<file path="src/rtl/bchd_pkg.sv">
`timescale 1ns / 1ps
// ----------------------------------------------------------------------------
// bchd_pkg
// types and constants of the button click/hold detector
// ----------------------------------------------------------------------------
package bchd_pkg;

  localparam int CFG_BITS   = 16;
  localparam int CIDX_BITS  = 2;
  localparam int NOW_BITS   = 32;
  localparam int KIND_BITS  = 2;
  localparam int CCNT_BITS  = 8;
  localparam int DUR_BITS   = 32;

  typedef enum logic [CIDX_BITS-1:0] {
    REG_DEBOUNCE      = 2'd0,
    REG_CLICK_RELEASE = 2'd1,
    REG_HOLD_RELEASE  = 2'd2,
    REG_HOLD_MIN      = 2'd3
  } cfg_reg_t;

  typedef enum logic {
    OP_PIN_CHANGE = 1'b0,
    OP_POLL       = 1'b1
  } op_t;

  typedef enum logic [KIND_BITS-1:0] {
    EV_NONE       = 2'd0,
    EV_CLICKS_END = 2'd1,
    EV_HOLD_END   = 2'd2,
    EV_HOLD_ON    = 2'd3
  } event_kind_t;

  localparam logic [CFG_BITS-1:0] DEBOUNCE_RST      = 16'd50;
  localparam logic [CFG_BITS-1:0] CLICK_RELEASE_RST = 16'd300;
  localparam logic [CFG_BITS-1:0] HOLD_RELEASE_RST  = 16'd400;
  localparam logic [CFG_BITS-1:0] HOLD_MIN_RST      = 16'd600;

  typedef struct packed {
    event_kind_t          kind;
    logic [CCNT_BITS-1:0] count;
    logic [DUR_BITS-1:0]  dur;
    logic                 new_press;
  } result_t;

endpackage

</file>
<file path="src/rtl/button_click_hold_detector.sv">
`timescale 1ns / 1ps
// ----------------------------------------------------------------------------
// button_click_hold_detector
// classifies button pin changes and service polls into clicks and holds
// ----------------------------------------------------------------------------
// usage:
//   input channel  in_valid/in_stall with in_op, in_button_level, in_now_ms;
//     op 0 is a pin change, op 1 a periodic service poll
//   output channel out_valid/out_stall, one result per input transfer
//   config port    cfg_we/cfg_index/cfg_wdata, written while idle
// timing:
//   the state update and the result are computed in the cycle of the input
//   transfer and the result is registered; one item is taken every cycle
//   while in_stall is low; the loop through the state registers is a few
//   subtractions and compares
// stall:
//   a skid register behind the output register takes one more item while the
//   output is stalled; in_stall rises only when the skid register is full
// reset:
//   rst_n clears all state, empties both result registers and loads the
//   default timing registers (50, 300, 400, 600 ms)
// ----------------------------------------------------------------------------
module button_click_hold_detector
  import bchd_pkg::*;
#(
  parameter int TIME_BITS  = 32,
  parameter int COUNT_BITS = 8
) (
  input  logic                 clk,
  input  logic                 rst_n,
  input  logic                 in_valid,
  output logic                 in_stall,
  input  logic                 in_op,
  input  logic                 in_button_level,
  input  logic [NOW_BITS-1:0]  in_now_ms,
  output logic                 out_valid,
  input  logic                 out_stall,
  output logic [KIND_BITS-1:0] out_event_kind,
  output logic [CCNT_BITS-1:0] out_click_count,
  output logic [DUR_BITS-1:0]  out_press_duration,
  output logic                 out_new_press,
  input  logic                 cfg_we,
  input  logic [CIDX_BITS-1:0] cfg_index,
  input  logic [CFG_BITS-1:0]  cfg_wdata
);

  // configuration
  logic [CFG_BITS-1:0] debounce_r, click_rel_r, hold_rel_r, hold_min_r;

  always_ff @(posedge clk) begin
    if (!rst_n) begin
      debounce_r  <= DEBOUNCE_RST;
      click_rel_r <= CLICK_RELEASE_RST;
      hold_rel_r  <= HOLD_RELEASE_RST;
      hold_min_r  <= HOLD_MIN_RST;
    end else if (cfg_we) begin
      case (cfg_reg_t'(cfg_index))
        REG_DEBOUNCE:      debounce_r  <= cfg_wdata;
        REG_CLICK_RELEASE: click_rel_r <= cfg_wdata;
        REG_HOLD_RELEASE:  hold_rel_r  <= cfg_wdata;
        REG_HOLD_MIN:      hold_min_r  <= cfg_wdata;
        default: ;
      endcase
    end
  end

  // detector state
  logic [TIME_BITS-1:0]  last_press_r, last_press_nxt;
  logic [TIME_BITS-1:0]  first_hold_r, first_hold_nxt;
  logic [COUNT_BITS-1:0] clicks_r, clicks_nxt;
  logic                  pressed_r, pressed_nxt;
  logic                  long_r, long_nxt;
  logic                  trig_r, trig_nxt;
  logic                  seen_r, seen_nxt;

  logic                  in_xfer;
  logic [TIME_BITS-1:0]  now_w, since_w, dur_w;
  logic [TIME_BITS-1:0]  debounce_w, click_rel_w, hold_rel_w, hold_min_w;
  logic                  long_now, seq_end;
  result_t               res;

  assign in_xfer     = in_valid && !in_stall;
  assign now_w       = TIME_BITS'(in_now_ms);
  assign since_w     = now_w - last_press_r;
  assign dur_w       = now_w - first_hold_r;
  assign debounce_w  = TIME_BITS'(debounce_r);
  assign click_rel_w = TIME_BITS'(click_rel_r);
  assign hold_rel_w  = TIME_BITS'(hold_rel_r);
  assign hold_min_w  = TIME_BITS'(hold_min_r);

  assign long_now = pressed_r && (dur_w > hold_min_w);
  assign seq_end  = trig_r && ((!long_now && (since_w > click_rel_w)) ||
                               (long_now && (since_w > hold_rel_w)));

  always_comb begin
    last_press_nxt = last_press_r;
    first_hold_nxt = first_hold_r;
    clicks_nxt     = clicks_r;
    pressed_nxt    = pressed_r;
    long_nxt       = long_r;
    trig_nxt       = trig_r;
    seen_nxt       = seen_r;
    res.kind       = EV_NONE;
    res.count      = '0;
    res.dur        = '0;
    res.new_press  = 1'b0;

    case (op_t'(in_op))
      OP_PIN_CHANGE: begin
        if (in_button_level) begin
          if (!long_r && (since_w > debounce_w)) begin
            if (!(&clicks_r)) begin
              clicks_nxt = clicks_r + 1'b1;
            end
            first_hold_nxt = now_w;
            res.new_press  = 1'b1;
          end
          last_press_nxt = now_w;
          trig_nxt       = 1'b1;
          pressed_nxt    = 1'b1;
        end
        seen_nxt  = in_button_level;
        res.count = CCNT_BITS'(clicks_nxt);
      end
      OP_POLL: begin
        long_nxt  = long_now;
        res.count = CCNT_BITS'(clicks_r);
        if (seq_end) begin
          res.kind       = long_now ? EV_HOLD_END : EV_CLICKS_END;
          res.dur        = long_now ? DUR_BITS'(dur_w) : '0;
          pressed_nxt    = 1'b0;
          long_nxt       = 1'b0;
          clicks_nxt     = '0;
          first_hold_nxt = now_w;
          trig_nxt       = 1'b0;
        end
        if (seen_r) begin
          last_press_nxt = now_w;
        end
        // hold still running: report it and keep the sequence armed
        if (long_now && !seq_end) begin
          trig_nxt  = 1'b1;
          res.kind  = EV_HOLD_ON;
          res.count = CCNT_BITS'(clicks_r);
          res.dur   = DUR_BITS'(dur_w);
        end
        // clear a press flag left over from a missed release
        if (seen_r && !in_button_level && (dur_w > debounce_w)) begin
          seen_nxt = 1'b0;
        end
      end
      default: ;
    endcase
  end

  always_ff @(posedge clk) begin
    if (!rst_n) begin
      last_press_r <= '0;
      first_hold_r <= '0;
      clicks_r     <= '0;
      pressed_r    <= 1'b0;
      long_r       <= 1'b0;
      trig_r       <= 1'b0;
      seen_r       <= 1'b0;
    end else if (in_xfer) begin
      last_press_r <= last_press_nxt;
      first_hold_r <= first_hold_nxt;
      clicks_r     <= clicks_nxt;
      pressed_r    <= pressed_nxt;
      long_r       <= long_nxt;
      trig_r       <= trig_nxt;
      seen_r       <= seen_nxt;
    end
  end

  // output register with skid stage
  logic    out_v_r, out_v_nxt;
  logic    skid_v_r, skid_v_nxt;
  result_t out_r, out_nxt;
  result_t skid_r, skid_nxt;
  logic    out_free;

  assign out_free = !out_v_r || !out_stall;

  always_comb begin
    out_v_nxt  = out_v_r;
    skid_v_nxt = skid_v_r;
    out_nxt    = out_r;
    skid_nxt   = skid_r;
    if (out_free) begin
      out_v_nxt  = skid_v_r || in_xfer;
      out_nxt    = skid_v_r ? skid_r : res;
      skid_v_nxt = 1'b0;
    end else if (in_xfer) begin
      skid_v_nxt = 1'b1;
      skid_nxt   = res;
    end
  end

  always_ff @(posedge clk) begin
    if (!rst_n) begin
      out_v_r  <= 1'b0;
      skid_v_r <= 1'b0;
    end else begin
      out_v_r  <= out_v_nxt;
      skid_v_r <= skid_v_nxt;
    end
  end

  always_ff @(posedge clk) begin
    out_r  <= out_nxt;
    skid_r <= skid_nxt;
  end

  assign in_stall           = skid_v_r;
  assign out_valid          = out_v_r;
  assign out_event_kind     = out_r.kind;
  assign out_click_count    = out_r.count;
  assign out_press_duration = out_r.dur;
  assign out_new_press      = out_r.new_press;

endmodule

</file>
<file path="config.mk">
export PLATFORM = sky130hd
export DESIGN_NAME = button_click_hold_detector
export DESIGN_NICKNAME = d
export VERILOG_FILES = /design/src/rtl/bchd_pkg.sv /design/src/rtl/button_click_hold_detector.sv
export SDC_FILE = /design/constraint.sdc
export NUM_CORES = 1
export LEC_CHECK = 0
export CORE_MARGIN = 2
export CORE_UTILIZATION = 30
export CTS_BUF_LIST = sky130_fd_sc_hd__clkbuf_8
export CTS_CLUSTER_DIAMETER = 50
export DETAILED_ROUTE_END_ITERATION = 10
export DONT_BUFFER_PORTS = 1
export GPL_TIMING_DRIVEN = 0
export HOLD_SLACK_MARGIN = 0.12
export PLACE_DENSITY = 0.42
export SYNTH_ARGS = -nofsm -noshare
export SYNTH_HDL_FRONTEND = slang
export SYNTH_SLANG_ARGS = --single-unit
</file>
<file path="constraint.sdc">
create_clock -name clk -period 6.75 [get_ports clk]
set_input_delay 1.6875 -clock clk [delete_from_list [all_inputs] [get_ports clk]]
set_output_delay 1.6875 -clock clk [all_outputs]
set_load 0.01 [all_outputs]
</file>
==> results of run 1 <==
==> what timing repair did <==
action / CTS / global route
setup endpoints to repair: 8 / 66
gates cloned: 0 / 0
setup buffers: 0 / 4
resized for setup: 0 / 7
pin swaps: 0 / 2
==> flip-flops by register name (all words and copies together) (netlist names) <==
| name | cells |
|---|---|
| trig_r | 1 |
| hold_min_r | 16 |
| hold_rel_r | 16 |
| out_click_count | 8 |
| out_valid | 1 |
| out_new_press | 1 |
| seen_r | 1 |
| long_r | 1 |
| first_hold_r | 32 |
| pressed_r | 1 |
| in_stall | 1 |
| debounce_r | 16 |
| skid_r | 43 |
| click_rel_r | 16 |
| out_press_duration | 32 |
| last_press_r | 32 |
| out_event_kind | 2 |
| clicks_r | 8 |
==> placed cells by master (no fill, tap or decap), drive strengths merged, types with 9 or more instances in the layout <==
cell      n
o31ai    34
nor2b    15
and3     16
o21a     16
a31oi    10
a211oi   15
o21bai    9
xor2     19
nor2     95
ha      144
nand2b   18
edfxtp   86
o211ai   30
o21ai    75
nor3     27
a21oi   106
nor4     13
nand4    42
buf      37
dfxtp   142
clkbuf  102
a21o     29
inv     177
nand3    23
mux2     17
clkinv   14
mux2i    36
xnor2    31
a21boi   84
nand2   361
==> cells by family after synthesis <==
family                   Yosys count
AO/OA/AOI/OAI                    458
XOR/XNOR                          50
adder cells (fa/ha/maj)          146
buffers and inverters            245
flip-flops                       228
multiplexers                      53
AND/OR/NAND/NOR                  639
==> worst min-delay path by stage <==
stage | slack [ps] | endpoint
6_report | 450 | first_hold_r[18]
5_1_grt | 470 | first_hold_r[0]
4_1_cts | 460 | first_hold_r[18]
3_5_place_dp | 450 | first_hold_r[5]
3_3_place_gp | 440 | first_hold_r[24]
2_1_floorplan | 430 | first_hold_r[10]
==> final cells by class <==
type | instances | area (um2) | share of cell area, %
timing repair buffer | 6 | 82.6 | 0.474
clock inverter | 36 | 342 | 1.96
multi-input combinational | 1346 | 8970 | 51.5
sequential | 228 | 5430 | 31.2
clock buffer | 52 | 716 | 4.11
tap | 680 | 851 | 4.89
inverter | 164 | 616 | 3.54
buffer | 81 | 407 | 2.34
antenna | 1 | 2.50 | 0.0144
==> worst min-delay path: cells and delay by family (launching register included) <==
family           cells  cell delay [ps]
AND/OR/NAND/NOR      1               50
flip-flops           1              300
multiplexers         1               50
==> power groups by stage <==
stage          clock (W)  sequential, W  combinational (W)
6_report         0.00164        0.00153            0.00103
5_1_grt          0.00176        0.00154            0.00116
4_1_cts          0.00170        0.00153            0.00103
3_5_place_dp           0        0.00156            0.00102
3_3_place_gp           0        0.00156            0.00101
2_1_floorplan          0        0.00155           0.000740
==> routing by layer <==
layer	up-vias	wire, um	track usage (%)
li1	6551	-	-
met2	256	22600	30.6
met3	62	2660	4.17
met4	0	1070	5.04
met5	-	0	0
met1	6157	23400	24.9
==> per-stage QoR <==
step | area [um2] | worst slack (ps) | power (W) | hold slack, ps | TNS (ps)
floorplan | 15400 | 940 | 0.00229 | 435 | 0
global placement | 16200 | -588 | 0.00257 | 444 | -37900
detailed placement | 16300 | -660 | 0.00258 | 447 | -43430
CTS | 17400 | -30.0 | 0.00426 | 457 | -51.9
global route | 17400 | 177 | 0.00446 | 471 | 0
finish | 17400 | 530 | 0.00420 | 454 | 0
==> results.py, run 1 <==
metrics = {
    "floorplan": {
        "die_h_um": 231,
        "die_w_um": 231,
        "dieArea_mm2": 0.0531,
        "core-area_mm2": 0.0510,
        "num_rows": 83,
        "num_io_pins": 102,
        "start_util_pct": 30.2,
    },
    "pwr": {
        "comb_power_share_pct": 24.5,
        "seqPwrFrac_pct": 36.4,
        "p_sw_share_pct": 32.8,
        "p_per_area_mw_per_mm2": 241,
        "ir_drop_mv": 0.108,
        "intPower_w": 0.00282,
        "p_clk_share_pct": 39.1,
        "leakage_nw": 6.62,
        "switchingPower_w": 0.00138,
    },
    "logic_synthesis": {
        "yosysTopAreaCell": "dfxtp_1",
        "synth_cells": 1819,
        "yosys.area_share.simple_pct": 18.7,
        "synthTopCellsByArea": "dfxtp_1 18%, edfxtp_1 17%, ha_1 12%, nand2_1 8.8%, inv_1 4.0%",
        "synth_compound_area_share_pct": 21.0,
        "synth_common_cells": "361 x nand2_1, 162 x inv_1, 144 x ha_1, 142 x dfxtp_1, 96 x a21oi_1",
        "synth.top_cell.area_share_pct": 18.5,
        "postSynthAreaPerCell_um2": 8.46,
        "synthMuxAreaShare_pct": 3.58,
        "netlist_area_mm2": 0.0154,
        "synth.distinct_cells": 88,
        "synth_edf_count": 86,
        "synth_xor_area_share_pct": 2.84,
        "synthArstFlopShare_pct": 0,
        "synth_flop_cell": "dfxtp_1",
        "synth.most_common_cell": "nand2_1",
        "synth_nets": 2022,
        "synthAdderAreaFrac_pct": 12.0,
        "synth_top_family_by_area": "compound AO/OA/AOI/OAI gates",
        "synth-seq-cells": 228,
        "seq_area_frac_synth_pct": 35.2,
        "synth_warnings": 0,
    },
    "clock_tree": {
        "max-clock-path-buffers": 3,
        "cts-root-buf": "clkbuf_8",
        "cts_tree": "yes",
        "path_clk_slew_ps": 60,
        "cts_buffers": 47,
        "htree_levels": 2,
        "cts_sinks": 228,
        "clkLatencyLatePin_ps": 640,
        "cts_hold_buf": 0,
    },
    "run": {
        "max_cap_violations": 0,
    },
    "worst_setup_path": {
        "critical_path.top_delay_family": "compound AO/OA/AOI/OAI gates",
        "ff2ff_path_depth": 25,
        "crit_end": "first_hold_r[28]",
        "cp_max_fo": 10,
        "worstSetupEndpointType": "flop",
        "startpoint_type": "input pin",
        "worst_ep_required_time_ps": 7280,
        "critPathKind": "input pin to flop",
        "cpPeakStageDelay_ps": 410,
        "rr_endpoint": "first_hold_r[28]",
        "r2r-start": "first_hold_r[4]",
        "reg2reg_slack_ps": 1330,
        "path_depth": 25,
        "cp_num_buf_inv": 6,
        "worst_path_max_delay_cell": "fa_1",
        "crit_start": "in_now_ms[0]",
        "cp_data_arrival_time_ps": 6750,
    },
    "routing": {
        "wl_per_cell_um": 19.2,
        "drc_errors": 0,
        "drt_first_pass_iters": 5,
        "vias": 13000,
        "drtIter0Drc": 782,
        "antenna_left": 0,
        "vias_per_cell": 5.02,
        "routed_wl_um": 49700,
    },
    "finish": {
        "final.fill_count": 5306,
        "nets": 2077,
        "drive_above_1_share_pct": 8.78,
        "fin_util_pct": 34.1,
        "layoutNonFillerInstCount": 2594,
        "area_delta_synth_final_pct": 13.1,
    },
    "sta": {
        "worstMarginPinSlew_ps": 1190,
        "finalHoldViolCount": 0,
        "setup_viol": 0,
        "max_freq_mhz": 161,
        "rsz0062_at_grt": "no",
        "slew_violations": 0,
        "slew_headroom_pct": 20.8,
        "clock_skew_ps": 40.8,
        "min_period_ps": 6220,
        "period_share_pct": 92.2,
    },
    "placement": {
        "place.gp.congestion": 0.836,
        "placedCellCount": 2501,
        "dpl.hpwl_um": 39500,
        "port_buffers": 0,
    },
    "grt": {
        "grt-ovfl-total": 0,
        "grt_pass1_vias": 12800,
        "grt_usage_pct": 18.7,
        "grt_pass1_wl_um": 76400,
        "grt_max_degree": 34,
        "antenna_found_initial": 1,
    },
    "hold_path": {
        "hold_class": "flop to flop",
        "timing.hold.worst.start": "first_hold_r[18]",
        "holdPathStages": 2,
    },
    "run_status": {
        "status": "complete, no violations",
    },
}
Power figures use the tool's default switching activity.
==> run 2: changes to the inputs <==
--- a/config.mk
+++ b/config.mk
@@ -5,7 +5,6 @@
 export SDC_FILE = /design/constraint.sdc
 export NUM_CORES = 1
 export LEC_CHECK = 0
-export CORE_MARGIN = 2
 export CORE_UTILIZATION = 30
 export CTS_BUF_LIST = sky130_fd_sc_hd__clkbuf_8
 export CTS_CLUSTER_DIAMETER = 50
==> run 2 against run 1 <==
Sequential cell count stayed put; global-route usage grew 0.12 points; clock power shrank 7%; sequential power hardly changed; count of clock-buffer cells in the layout is the same; final cell count fell by 0.42%; non-clock buffer count unchanged; fmax fell by 0.94%; critical path depth unchanged; die area shrank 1.7%; utilization rose by 0.23 points; clock skew decreased by 1.3 ps; critical endpoint is now first_hold_r[29].
==> results.py, run 2 (synthesis results as in run 1) <==
metrics = {
    "run_status": {
        "status": "complete, no violations",
    },
    "pwr": {
        "leakage_nw": 6.58,
        "total_power_w": 0.00409,
        "ir_drop_mv": 0.103,
        "p_per_area_mw_per_mm2": 236,
    },
    "finish": {
        "regArea_mm2": 0.00543,
        "multi_input_area_mm2": 0.00897,
        "drive_above_1_share_pct": 8.64,
        "layout_common_cells": "360 x nand2_1, 174 x inv_1, 144 x ha_1",
        "registers.top_by_ff_count": "skid_r",
        "largest_register_ff_count": 43,
        "area_delta_synth_final_pct": 12.5,
        "final_cell_area_mm2": 0.0173,
        "layout_commonest_cell": "nand2_1",
        "nets": 2076,
        "final.fill_count": 5343,
    },
    "worst_setup_path": {
        "critPathKind": "input pin to flop",
        "cpPeakStageDelay_ps": 450,
        "cp_data_arrival_time_ps": 6800,
        "cp_num_buf_inv": 6,
        "worst_path_max_delay_cell": "a2111oi_0",
        "worstSetupEndpointType": "flop",
        "ff2ff_path_depth": 25,
        "worst_ep_required_time_ps": 7270,
        "critical_path.top_delay_family": "compound AO/OA/AOI/OAI gates",
        "path_depth": 25,
        "startpoint_type": "input pin",
        "cp_max_fo": 10,
    },
    "sta": {
        "slew_violations": 0,
        "period_share_pct": 93.0,
        "finalHoldViolCount": 0,
        "worstMarginPinSlew_ps": 1220,
        "slew_headroom_pct": 18.5,
        "min_period_ps": 6280,
        "setup_viol": 0,
        "clock_skew_ps": 39.5,
        "max_freq_mhz": 159,
        "rsz0062_at_grt": "no",
    },
    "floorplan": {
        "num_io_pins": 102,
        "start_util_pct": 30.6,
        "die_h_um": 229,
        "die_w_um": 229,
        "dieArea_mm2": 0.0522,
        "num_rows": 82,
        "core-area_mm2": 0.0504,
    },
    "grt": {
        "grt-ovfl-total": 0,
        "antenna_found_initial": 1,
        "grt_pass1_vias": 12700,
        "grt_pass1_wl_um": 76100,
        "grt_max_degree": 32,
        "grt_usage_pct": 18.9,
    },
    "routing": {
        "drt_first_pass_iters": 5,
        "vias_per_cell": 5.08,
        "vias": 13100,
        "antenna_left": 0,
        "routed_wl_um": 49600,
        "wl_per_cell_um": 19.2,
        "drtIter0Drc": 820,
        "drc_errors": 0,
    },
    "clock_tree": {
        "cts_tree": "yes",
        "htree_levels": 2,
        "cts_sinks": 228,
        "path_clk_slew_ps": 60,
        "clkLatencyLatePin_ps": 630,
        "max-clock-path-buffers": 3,
        "cts-root-buf": "clkbuf_8",
        "cts_buffers": 46,
        "cts_hold_buf": 0,
    },
    "run": {
        "max_cap_violations": 0,
    },
    "hold_path": {
        "hold_class": "flop to flop",
        "holdPathStages": 2,
    },
    "placement": {
        "port_buffers": 0,
        "dpl.hpwl_um": 39300,
        "place.gp.congestion": 0.877,
        "placedInstanceArea_mm2": 0.0163,
    },
}
==> run 2: worst reg2reg max path, stage by stage, from the launching register on <==
cell	delay [ps]
dfxtp_1	330
inv_1	60
ha_1	360
o211ai_1	110
a21oi_1	360
o21a_1	280
nor3_1	80
nor2_1	170
xnor2_1	250
inv_1	200
ha_1	330
a21o_1	180
a21o_1	170
a21oi_1	120
o21ai_0	130
a2111oi_0	450
nor3_1	180
nand4b_1	240
buf_4	190
a211oi_4	190
buf_4	190
o21ai_4	110
o21ai_4	150
buf_12	150
buf_12	160
mux2i_1	200
==> run 2: where the power goes <==
group / leakage [nW] / switching (W) / internal (W)
Sequential: 2.09 / 0.0000383 / 0.00149
Clock: 0.543 / 0.000666 / 0.000863
Combinational: 3.95 / 0.000650 / 0.000381
Total: 6.58 / 0.00135 / 0.00274
==> run 2: worst paths after layout <==
check              startpoint          endpoint  slack, ps
max              in_now_ms[0]  first_hold_r[29]        470
min          first_hold_r[20]  first_hold_r[20]        460
max reg2reg   first_hold_r[4]  first_hold_r[29]       1300
min reg2reg  first_hold_r[20]  first_hold_r[20]        460
==> run 2: timing repair <==
item / 4_1_cts / 5_1_grt
gates cloned: 0 / 0
resized for setup: 3 / 5
pin swaps: 0 / 2
buffers inserted: 0 / 4
setup endpoints to repair: 24 / 72
==> run 2: final cells by class <==
cell class / instances / share of cell area (%)
tap: 672 / 4.86
clock buffer: 52 / 4.13
timing repair buffer: 6 / 0.477
inverter: 164 / 3.56
sequential: 228 / 31.3
clock inverter: 33 / 1.48
antenna: 1 / 0.0145
multi-input combinational: 1346 / 51.8
buffer: 81 / 2.36
==> run 2: metal layers <==
metal	global-route usage (%)	routed length [um]
met1	25.4	23800
met4	4.19	818
met2	30.8	22400
met5	0	0
met3	3.94	2610
==> run 2: stage by stage <==
step           std cells  utilization (%)  hold WS, ps  setup slack, ps  TNS [ps]
4_1_cts             2578             34.3          457             1.90         0
5_1_grt             2583             34.4          468              218         0
2_1_floorplan       1819                -          435              940         0
3_5_place_dp        2493             32.3          447             -691    -43990
6_report            2583             34.4          455              471         0
3_3_place_gp        2491             32.2          444             -628    -39200
==> run 3: changes to the inputs <==
==> constraint.sdc (replaced) <==
create_clock -name clk -period 6.75 [get_ports clk]
set_input_delay 1.35 -clock clk [delete_from_list [all_inputs] [get_ports clk]]
set_output_delay 1.35 -clock clk [all_outputs]
set_load 0.01 [all_outputs]
==> run 3 against run 2 <==
Combinational power about the same; global-route usage barely moved; sequential cell count unchanged; largest power group unchanged; via count down 0.35%; highest routed layer unchanged; critical path depth decreased by 3; die area stayed put; power is 0.15% lower; worst setup slack worse by 190 ps; first-iteration DRC count is 1.5% higher; count of clock-buffer cells in the layout unchanged.
==> results.py, run 3 (synthesis results as in run 1) <==
metrics = {
    "hold_path": {
        "hold_class": "flop to flop",
        "timing.hold.worst.start": "first_hold_r[20]",
        "holdPathEnd": "first_hold_r[20]",
        "holdPathStages": 2,
    },
    "pwr": {
        "leakage_nw": 6.55,
        "ir_drop_mv": 0.103,
        "p_per_area_mw_per_mm2": 237,
        "total_power_w": 0.00408,
    },
    "run": {
        "max_cap_violations": 0,
    },
    "sta": {
        "rsz0062_at_grt": "no",
        "worstMarginPinSlew_ps": 1230,
        "min_period_ps": 6470,
        "period_share_pct": 95.8,
        "setup_viol": 0,
        "slew_headroom_pct": 17.5,
        "max_freq_mhz": 155,
        "slew_violations": 0,
        "clock_skew_ps": 37.2,
        "finalHoldViolCount": 0,
    },
    "clock_tree": {
        "cts_hold_buf": 0,
        "cts_sinks": 228,
        "max-clock-path-buffers": 3,
        "htree_levels": 2,
        "cts_buffers": 46,
        "path_clk_slew_ps": 60,
        "cts-root-buf": "clkbuf_8",
        "cts_tree": "yes",
        "clkLatencyLatePin_ps": 620,
    },
    "placement": {
        "place.gp.congestion": 0.877,
        "dpl.hpwl_um": 39300,
        "placedCellCount": 2493,
        "placedInstanceArea_mm2": 0.0163,
        "port_buffers": 0,
    },
    "worst_setup_path": {
        "worst_ep_required_time_ps": 7270,
        "startpoint_type": "input pin",
        "rr_endpoint": "first_hold_r[29]",
        "critPathKind": "input pin to flop",
        "reg2reg_slack_ps": 780,
        "cpPeakStageDelay_ps": 550,
        "worst_path_max_delay_cell": "a211oi_4",
        "cp_data_arrival_time_ps": 6990,
        "worstSetupEndpointType": "flop",
        "cp_max_fo": 10,
        "crit_start": "in_now_ms[0]",
        "r2r-start": "first_hold_r[0]",
        "cp_cell_sequence": "inv_1 > ha_1 > fa_1 > nand2b_1 > a21oi_1 > o21ai_1 > nand2_1 > nand2_1 > xor2_1 > inv_1 > ha_1 > a21o_1 > a21oi_1 > o21ai_0 > a2111oi_0 > nor3_1 > nand4b_1 > a211oi_4 > o21ai_4 > o21ai_4 > buf_12 > mux2i_1",
        "ff2ff_path_depth": 21,
    },
    "routing": {
        "vias": 13100,
        "wl_per_cell_um": 19.2,
        "wl_met3_um": 2450,
        "met2_length_um": 22500,
        "routed_wl_um": 49600,
        "top_layer": "met4",
        "drt_first_pass_iters": 4,
        "antenna_left": 0,
        "drtIter0Drc": 832,
        "met1_length_um": 23900,
        "vias_per_cell": 5.07,
        "drc_errors": 0,
    },
    "grt": {
        "grt_pass1_vias": 12700,
        "grt_pass1_wl_um": 76100,
        "grt_usage_pct": 18.9,
        "grt-ovfl-total": 0,
        "grt_max_degree": 32,
        "antenna_found_initial": 1,
    },
    "finish": {
        "layout_commonest_cell": "nand2_1",
        "drive_above_1_share_pct": 8.34,
        "nets": 2072,
        "largest_register_ff_count": 43,
        "registers.top_by_ff_count": "skid_r",
        "layout_common_cells": "360 x nand2_1, 174 x inv_1, 144 x ha_1",
        "layoutNonFillerInstCount": 2579,
        "area_delta_synth_final_pct": 12.2,
        "final_cell_area_mm2": 0.0173,
    },
    "floorplan": {
        "die_w_um": 229,
        "dieArea_mm2": 0.0522,
        "core-area_mm2": 0.0504,
        "die_h_um": 229,
        "num_rows": 82,
        "num_io_pins": 102,
        "start_util_pct": 30.6,
    },
    "run_status": {
        "status": "complete, no violations",
    },
}
-- run 3: cell types whose count changed in the layout (fill, tap and decap cells not counted), sizes merged --
cell / previous run / this run
buf: 38 / 33
clkbuf: 101 / 102
-- run 3: area by class of cell --
class                      count  area [um2]
clock inverter                33         256
buffer                        81         405
antenna                        1        2.50
timing repair buffer           2        40.0
inverter                     164         616
tap                          672         841
multi-input combinational   1346        8970
fill                        5347       33100
clock buffer                  52         716
sequential                   228        5430
-- run 3: repair_timing --
action,4_1_cts,5_1_grt
endpoints found under the hold margin,0,0
setup endpoints to repair,0,47
resized for setup,0,5
setup buffers,0,0
-- run 3: how the worst max path moves through the flow --
| stage | slack (ps) | endpoint |
|---|---|---|
| 3_3_place_gp | -290 | first_hold_r[28] |
| 2_1_floorplan | 1280 | first_hold_r[0] |
| 3_5_place_dp | -350 | first_hold_r[31] |
| 4_1_cts | 250 | first_hold_r[29] |
| 5_1_grt | 9 | first_hold_r[0] |
| 6_report | 280 | first_hold_r[29] |
-- run 3: critical path, delay by kind of cell --
family                     cells  cell delay, ps
adders and majority gates      3             960
xor gates and xnor gates       1             310
muxes                          1             190
AOI/OAI and AO/OA              9            2600
and+or+nand+nor                5            1060
buffers and inverters          3             470
-- run 3: through the flow --
stage / setup TNS (ps) / setup slack [ps] / utilization [%] / hold WS (ps)
floorplan: 0 / 1280 / - / 435
global placement: -13310 / -291 / 32.2 / 444
detailed placement: -15960 / -354 / 32.3 / 447
CTS: 0 / 250 / 34.3 / 457
global route: 0 / 8.97 / 34.3 / 468
finish: 0 / 282 / 34.3 / 455
-- run 3: routing by layer --
| layer | track usage, % | up-vias |
|---|---|---|
| met4 | 4.19 | 0 |
| met5 | 0 | - |
| met2 | 30.9 | 257 |
| met1 | 25.3 | 6240 |
| met3 | 3.94 | 53 |
| li1 | - | 6522 |
-- run 3: report_power, final --
| group | internal (W) | switching [W] |
|---|---|---|
| Combinational | 0.000377 | 0.000650 |
| Sequential | 0.00149 | 0.0000385 |
| Clock | 0.000864 | 0.000665 |
